File: config.mk
export PLATFORM = sky130hd
export DESIGN_NAME = overwriting_history_ring_buffer
export DESIGN_NICKNAME = d
export VERILOG_FILES = /design/src/design/ohrb_pkg.sv /design/src/design/overwriting_history_ring_buffer.sv
export SDC_FILE = /design/constraint.sdc
export NUM_CORES = 1
export LEC_CHECK = 0
export ABC_AREA = 1
export BUFFER_PORTS_ARGS = -buffer_cell sky130_fd_sc_hd__buf_2
export CAP_MARGIN = 20
export CORE_ASPECT_RATIO = 1.1
export CORE_MARGIN = 3
export CORE_UTILIZATION = 56
export DETAILED_ROUTE_END_ITERATION = 7
export PLACE_DENSITY = 0.76
export SLEW_MARGIN = 20
export SYNTH_ARGS = -nofsm -noshare
export SYNTH_HDL_FRONTEND = slang
export SYNTH_SLANG_ARGS = --single-unit
File: constraint.sdc
create_clock -name clk_i -period 4.4 [get_ports clk_i]
set_clock_uncertainty 0.05 [all_clocks]
set_input_delay 0.66 -clock clk_i [delete_from_list [all_inputs] [get_ports clk_i]]
set_output_delay 0.66 -clock clk_i [all_outputs]
set_load 0.1 [all_outputs]
File: src/design/ohrb_pkg.sv
`timescale 1ns / 1ps
// ----------------------------------------------------------------------------
// ohrb_pkg
// Shared constants for the overwriting history ring buffer and its checker.
// ----------------------------------------------------------------------------
package ohrb_pkg;

  // Width of counts, the capacity register and the request count
  localparam int CNT_W = 6;

  // Built defaults
  localparam int DEPTH_DEF      = 32;
  localparam int WORD_WIDTH_DEF = 32;

  // Capacity after reset, before clamping to the built depth
  localparam int CAP_RESET = 32;

  // Width of an input action and of a result value
  localparam int ACT_W   = 2;
  localparam int VALUE_W = 32;

  // Action codes
  localparam logic [ACT_W-1:0] ACT_STORE = 2'd0;
  localparam logic [ACT_W-1:0] ACT_CLEAR = 2'd1;
  localparam logic [ACT_W-1:0] ACT_DUMP  = 2'd2;

  // Result kinds
  localparam logic KIND_HEADER = 1'b0;
  localparam logic KIND_WORD   = 1'b1;

endpackage

File: src/design/overwriting_history_ring_buffer.sv
`timescale 1ns / 1ps
// ----------------------------------------------------------------------------
// overwriting_history_ring_buffer
// Ring buffer of the most recent words, overwriting the oldest when full,
// with a dump that streams out a count header and then the newest words.
// ----------------------------------------------------------------------------
// A store or a clear needs no result, so they can be transferred back to
// back in every cycle outside a dump, even while a result waits on a
// stalled output. A dump of n words gives n + 1 result transfers: the count
// header in the cycle after the dump is taken, then one word per cycle
// while the output does not stall, out of the slot memory's single
// registered read port. While the words of a dump stream out the
// input is stalled; a dump also waits while a previous result sits stalled
// on the output. Writing the capacity register (clamped to 1..DEPTH) empties
// the buffer. The slot memory needs no clearing after reset: only slots that
// have been written since the last clear are ever read.
// ----------------------------------------------------------------------------
module overwriting_history_ring_buffer #(
  parameter int DEPTH      = ohrb_pkg::DEPTH_DEF,
  parameter int WORD_WIDTH = ohrb_pkg::WORD_WIDTH_DEF
) (
  input  logic                        clk_i,
  input  logic                        rst_ni,
  // Configuration write
  input  logic                        cfg_we_i,
  input  logic [ohrb_pkg::CNT_W-1:0]  cfg_wdata_i,
  // Input channel
  input  logic                        in_valid_i,
  output logic                        in_stall_o,
  input  logic [ohrb_pkg::ACT_W-1:0]  action_i,
  input  logic [31:0]                 data_word_i,
  input  logic [ohrb_pkg::CNT_W-1:0]  request_count_i,
  // Result channel
  output logic                        out_valid_o,
  input  logic                        out_stall_i,
  output logic                        kind_o,
  output logic [ohrb_pkg::VALUE_W-1:0] value_o,
  output logic                        last_o
);

  import ohrb_pkg::*;

  // Slot index width; a single-slot build still keeps one address bit
  localparam int IDX_W = (DEPTH > 1) ? $clog2(DEPTH) : 1;

  localparam logic [CNT_W-1:0] DEPTH_C   = CNT_W'(DEPTH);
  localparam logic [CNT_W-1:0] CAP_RST_C = (CAP_RESET < DEPTH) ? CNT_W'(CAP_RESET)
                                                               : CNT_W'(DEPTH);

  typedef enum logic {
    ST_IDLE,
    ST_DUMP
  } state_e;

  // Control and output registers
  state_e             state_q,     state_d;
  logic [CNT_W-1:0]   cap_q,       cap_d;
  logic [IDX_W-1:0]   oldest_q,    oldest_d;
  logic [CNT_W-1:0]   count_q,     count_d;
  logic [IDX_W-1:0]   rd_ptr_q,    rd_ptr_d;
  logic [CNT_W-1:0]   remain_q,    remain_d;
  logic               out_valid_q, out_valid_d;
  logic               kind_q,      kind_d;
  logic               last_q,      last_d;
  logic [CNT_W-1:0]   header_q,    header_d;

  // Slot memory and its registered read data
  logic [WORD_WIDTH-1:0] mem_q [DEPTH];
  logic [WORD_WIDTH-1:0] rd_data_q;

  logic                  wr_en;
  logic [IDX_W-1:0]      wr_addr;
  logic [WORD_WIDTH-1:0] wr_word;
  logic [63:0]           din_ext;
  logic [63:0]           rd_ext;
  logic                  rd_en;

  logic                  in_xfer;
  logic                  out_free;
  logic                  full;
  logic [CNT_W-1:0]      dump_n;
  logic [CNT_W-1:0]      first_off;
  logic [CNT_W-1:0]      cfg_cap;

  // Slot that lies off slots past base, wrapping at the capacity
  function automatic logic [IDX_W-1:0] slot_wrap(input logic [IDX_W-1:0] base,
                                                 input logic [CNT_W-1:0] off,
                                                 input logic [CNT_W-1:0] cap);
    logic [CNT_W:0] sum;
    sum = {1'b0, CNT_W'(base)} + {1'b0, off};
    if (sum >= {1'b0, cap}) begin
      sum = sum - {1'b0, cap};
    end
    return IDX_W'(sum);
  endfunction

  // Handshakes: a dump needs the output register, store and clear do not
  assign in_stall_o = (state_q == ST_DUMP) ||
                      ((action_i == ACT_DUMP) && out_valid_q && out_stall_i);
  assign in_xfer    = in_valid_i && !in_stall_o;
  assign out_free   = !out_valid_q || !out_stall_i;

  assign full      = (count_q >= cap_q);
  assign dump_n    = (count_q < request_count_i) ? count_q : request_count_i;
  assign first_off = count_q - dump_n;

  // Clamp a written capacity to 1..DEPTH
  always_comb begin
    if (cfg_wdata_i == '0) begin
      cfg_cap = CNT_W'(1);
    end else if (cfg_wdata_i > DEPTH_C) begin
      cfg_cap = DEPTH_C;
    end else begin
      cfg_cap = cfg_wdata_i;
    end
  end

  // Fit the incoming word to the stored width
  assign din_ext = 64'(data_word_i);
  assign wr_word = din_ext[WORD_WIDTH-1:0];

  always_comb begin
    state_d     = state_q;
    cap_d       = cap_q;
    oldest_d    = oldest_q;
    count_d     = count_q;
    rd_ptr_d    = rd_ptr_q;
    remain_d    = remain_q;
    kind_d      = kind_q;
    last_d      = last_q;
    header_d    = header_q;
    // Drop the result once it has been transferred
    out_valid_d = out_valid_q && out_stall_i;
    wr_en       = 1'b0;
    wr_addr     = oldest_q;
    rd_en       = 1'b0;

    if (cfg_we_i) begin
      // New capacity: empty the buffer
      cap_d    = cfg_cap;
      oldest_d = '0;
      count_d  = '0;
    end else begin
      unique case (state_q)
        ST_IDLE: begin
          if (in_xfer) begin
            unique case (action_i)
              ACT_STORE: begin
                wr_en = 1'b1;
                if (!full) begin
                  wr_addr = slot_wrap(oldest_q, count_q, cap_q);
                  count_d = count_q + CNT_W'(1);
                end else begin
                  // Full: overwrite the oldest word and advance past it
                  wr_addr  = oldest_q;
                  oldest_d = slot_wrap(oldest_q, CNT_W'(1), cap_q);
                end
              end
              ACT_CLEAR: begin
                oldest_d = '0;
                count_d  = '0;
              end
              ACT_DUMP: begin
                header_d    = dump_n;
                kind_d      = KIND_HEADER;
                last_d      = (dump_n == '0);
                out_valid_d = 1'b1;
                if (dump_n != '0) begin
                  state_d  = ST_DUMP;
                  rd_ptr_d = slot_wrap(oldest_q, first_off, cap_q);
                  remain_d = dump_n;
                end
              end
              default: begin
                // Unused code: no result, state unchanged
              end
            endcase
          end
        end
        ST_DUMP: begin
          // Read the next word only when the output register will be free
          if (out_free) begin
            rd_en       = 1'b1;
            rd_ptr_d    = slot_wrap(rd_ptr_q, CNT_W'(1), cap_q);
            remain_d    = remain_q - CNT_W'(1);
            kind_d      = KIND_WORD;
            last_d      = (remain_q == CNT_W'(1));
            out_valid_d = 1'b1;
            if (remain_q == CNT_W'(1)) begin
              state_d = ST_IDLE;
            end
          end
        end
        default: begin
          state_d = ST_IDLE;
        end
      endcase
    end
  end

  always_ff @(posedge clk_i or negedge rst_ni) begin
    if (!rst_ni) begin
      state_q     <= ST_IDLE;
      cap_q       <= CAP_RST_C;
      oldest_q    <= '0;
      count_q     <= '0;
      rd_ptr_q    <= '0;
      remain_q    <= '0;
      out_valid_q <= 1'b0;
      kind_q      <= KIND_HEADER;
      last_q      <= 1'b0;
      header_q    <= '0;
    end else begin
      state_q     <= state_d;
      cap_q       <= cap_d;
      oldest_q    <= oldest_d;
      count_q     <= count_d;
      rd_ptr_q    <= rd_ptr_d;
      remain_q    <= remain_d;
      out_valid_q <= out_valid_d;
      kind_q      <= kind_d;
      last_q      <= last_d;
      header_q    <= header_d;
    end
  end

  // Slot memory: one write port, one read port with registered data.
  // The read data holds while the output is stalled, as no read is issued.
  always_ff @(posedge clk_i) begin
    if (wr_en) begin
      mem_q[wr_addr] <= wr_word;
    end
    if (rd_en) begin
      rd_data_q <= mem_q[rd_ptr_q];
    end
  end

  assign rd_ext = 64'(rd_data_q);

  assign out_valid_o = out_valid_q;
  assign kind_o      = kind_q;
  assign last_o      = last_q;
  assign value_o     = (kind_q == KIND_WORD) ? rd_ext[VALUE_W-1:0] : VALUE_W'(header_q);

endmodule

==> impl_metrics.yaml <==
floorplan:
  start_util: 0.569
  die_x_um: 277
  site_rows: 108
  die_h_um: 304
  floorplan.die_area_um2: 84100
  ioPinCount: 87
  core_region_area_um2: 79300
placed_design:
  placement.setup.worst_slack_ns: -0.267
  placedInstanceArea_um2: 47700
  place.port_buffers: 86
  dp_hpwl_um: 63900
  globalplace.congestion: 0.874
sta:
  hold_viol_final: 0
  final.setup.worst_slack_ns: 0.254
  hold-worst-slack_ns: 0.0801
  tightest_slew_ns: 0.962
  rsz0062_at_grt: "yes"
  period_share: 0.942
  timing.max_slew.rel_slack: 0.358
  report.final.setup_viol: 0
  period_minus_slack_ns: 4.15
  timing_max_transition_violations_final: 0
  max_freq_mhz: 241
setup_path:
  crit_path_end_kind: "flip-flop"
  critical-path-slowest-cell: "sky130_fd_sc_hd__dfrtp_1"
  largest_stage_delay_on_the_critical_path_ns: 0.43
  crit_buf_inv: 1
  cp.arrival_ns: 4.46
  crit_path_max_fanout: 15
  cp-start-kind: "flip-flop"
  library_cell_appearing_most_often_on_the_critical_path: "sky130_fd_sc_hd__nand2_1"
  worstPathCellList: "ha_1 -> fa_1 -> xor2_1 -> ha_1 -> a21oi_1 -> nand2_1 -> nand2_1 -> nand2_1 -> nand2_1 -> nand2_1 -> nand2_1 -> nand2_2 -> nand2_1 -> nand3_1 -> nand2_1 -> nand3_1 -> nor2_4 -> buf_12"
  cpLargestDelayFamily: "simple AND/OR/NAND/NOR gates"
  crit_start: "count_q[0]$_DFFE_PN0P_"
  critPathRequiredTime_ns: 4.72
  rr_startpoint: "count_q[0]$_DFFE_PN0P_"
  worst-setup-path-type: "flip-flop to flip-flop"
  ff2ff_setup_slack_ns: 0.25
global_routing:
  grt_pass1_vias: 29100
  first_pass_grt_wire_length_um: 178000
  antenna_found_initial: 8
  gr-usage-all-layers: 0.276
  grt_start_max_net_pins: 203
  grt_overflow: 0
finish:
  layout.cell_area.non_filler_um2: 51200
  layout_commonest_cell: "sky130_fd_sc_hd__edfxtp_1"
  area.growth.synth_to_final_pct: 13.5
  most-common-layout-cells: "1056 x sky130_fd_sc_hd__edfxtp_1, 696 x sky130_fd_sc_hd__nor2_1, 624 x sky130_fd_sc_hd__o21ai_0"
  fraction_of_layout_cells_with_a_size_suffix_above_1: 0.117
  nets: 3880
  layout.filler_cells: 5620
clock_tree:
  cts_root_buffer: "sky130_fd_sc_hd__clkbuf_16"
  clock_insertion_delay_worst_skew_ns: 0.68
  cts_tree: "built"
  clk_sink_count: 1094
  cts_inserted_buffers: 104
  htreeDepth: 3
  clk_pin_slew_worst_paths_ns: 0.07
  clockBufferDepth: 3
synthesis:
  compound_cell_area_share_of_the_yosys_netlist: 0.128
  synth.yosys.warnings: 0
  synth_top_family_by_area: "compound AO/OA/AOI/OAI gates"
  synth_cell_types: 41
  post_synth_and_or_nand_nor_area_fraction: 0.0940
  syn-instance-count: 3671
  ys_seq_area_frac: 0.724
  synth_xor_area_frac: 0.00446
  syn-cell-area_um2: 45100
  synth-adder-area-share: 0.0186
  syn_avg_cell_area_um2: 12.3
  synth_fp_nets: 3785
  synthMuxAreaShare: 0
  synth-seq-cells: 1094
power_and_ir_drop:
  pwr_density_cell_nw_per_um2: 630
  total_leakage_power_uw: 0.0175
  max-vdd-ir-drop_uv: 644
drt:
  number_of_optimization_iterations_in_the_first_detailed_route_pass: 6
  route.detailed.wl_per_inst_um: 24.0
  dr_total_vias: 30500
  drt-total-wl_um: 118000
  ant_nets: 0
  first_iter_violations: 3926
  drc_errors_left: 0
  detail_route.vias_per_cell: 6.22
worst_hold_path:
  hp-class: "primary input to async pin"
job:
  drv.max_cap_violation_count: 0
run_status:
  status: "finished clean"
==> sequential cells by signal (all words and copies together), names as in the netlist <==
name,cells
count_q,6
rd_ptr_q,5
rd_data_q,32
state_q,1
last_o,1
cap_q,6
out_valid_o,1
kind_o,1
oldest_q,5
remain_q,6
header_q,6
mem_q,1024
==> logic make-up after synthesis <==
kind of cell / Yosys count
xor+xnor: 23
buf+inv: 356
fa+ha+maj: 63
simple gates: 1084
compound gates: 1051
flops: 1094
==> what timing repair did <==
action / 4_1_cts / 5_1_grt
gates resized for setup: 0 / 23
setup buffers: 0 / 5
hold buffers: 0 / 0
endpoints found under the setup margin: 0 / 123
==> Yosys cell counts, drive strengths merged <==
library cell	n	area, µm²
o211ai	2	15.0
o22ai	304	1900
nor3	4	20.0
nor2	732	2770
or2	1	6.26
o32ai	24	210
dfstp	1	26.3
fa	7	140
xnor2	11	96.3
o21bai	1	7.51
o21a	4	30.0
o31ai	1	7.51
a31oi	3	18.8
edfxtp	1056	31700
nand2	278	1080
ha	56	701
nand3	64	335
nand4	4	25.0
a21oi	47	239
xor2	12	105
clkbuf	178	668
o21ai	663	3340
o22a	1	8.76
dfrtp	37	926
nand3b	1	7.51
buf	52	268
a211oi	1	7.51
inv	126	473
==> final timing paths <==
kind	end	cells after the start
min	cap_q[1]$_DFFE_PN0P_	1
min reg2reg	header_q[0]$_DFFE_PN0P_	2
min in group clk_i	cap_q[3]$_DFFE_PN0P_	3
max reg2reg	mem_q[17][6]$_DFFE_PP_	18
max in group asynchronous	rd_ptr_q[1]$_DFFE_PN0P_	1
max	mem_q[17][6]$_DFFE_PP_	18
==> worst reg2reg max path: stages, from the launching register on <==
cell,delay (ns)
sky130_fd_sc_hd__dfrtp_1,0.43
sky130_fd_sc_hd__ha_1,0.23
sky130_fd_sc_hd__fa_1,0.40
sky130_fd_sc_hd__xor2_1,0.28
sky130_fd_sc_hd__ha_1,0.34
sky130_fd_sc_hd__a21oi_1,0.18
sky130_fd_sc_hd__nand2_1,0.08
sky130_fd_sc_hd__nand2_1,0.09
sky130_fd_sc_hd__nand2_1,0.06
sky130_fd_sc_hd__nand2_1,0.05
sky130_fd_sc_hd__nand2_1,0.05
sky130_fd_sc_hd__nand2_1,0.18
sky130_fd_sc_hd__nand2_2,0.13
sky130_fd_sc_hd__nand2_1,0.08
sky130_fd_sc_hd__nand3_1,0.06
sky130_fd_sc_hd__nand2_1,0.21
sky130_fd_sc_hd__nand3_1,0.40
sky130_fd_sc_hd__nor2_4,0.32
sky130_fd_sc_hd__buf_12,0.22
==> metrics by stage <==
| step | total power (µW) | utilization | cells | setup TNS, ns |
|---|---|---|---|---|
| 2_1_floorplan | 20000 | - | 3671 | -73.70 |
| 3_3_place_gp | 23200 | 0.602 | 4700 | -1.02 |
| 3_5_place_dp | 23400 | 0.602 | 4700 | -1.28 |
| 4_1_cts | 32100 | 0.644 | 4895 | 0 |
| 5_1_grt | 33900 | 0.646 | 4904 | -0.335 |
| 6_report | 32300 | 0.646 | 4907 | 0 |
==> report_power, final <==
| part | switching [µW] | leakage [µW] | internal [µW] |
|---|---|---|---|
| Combinational | 8060 | 0.00594 | 3440 |
| Sequential | 375 | 0.00998 | 11700 |
| Clock | 3830 | 0.00162 | 4870 |
==> final cells by class <==
cell class / instances / area, µm² / area share
Antenna cell: 7 / 17.5 / 0.000342
Tap cell: 1045 / 1310 / 0.0255
Multi-Input combinational cell: 2221 / 11500 / 0.224
Sequential cell: 1094 / 32700 / 0.638
Clock inverter: 69 / 626 / 0.0122
Clock buffer: 126 / 2710 / 0.0528
Timing Repair Buffer: 219 / 1960 / 0.0382
Inverter: 126 / 488 / 0.00952
==> routing by layer <==
layer	routed length [µm]	up-vias	GRT usage	part of all wire
met5	0	-	0	0
met2	56100	1812	0.441	0.48
met3	12900	249	0.0473	0.11
met4	3640	0	0.0970	0.031
li1	-	13600	-	-
met1	45300	14800	0.389	0.38
(Power assumes the default switching activity.)
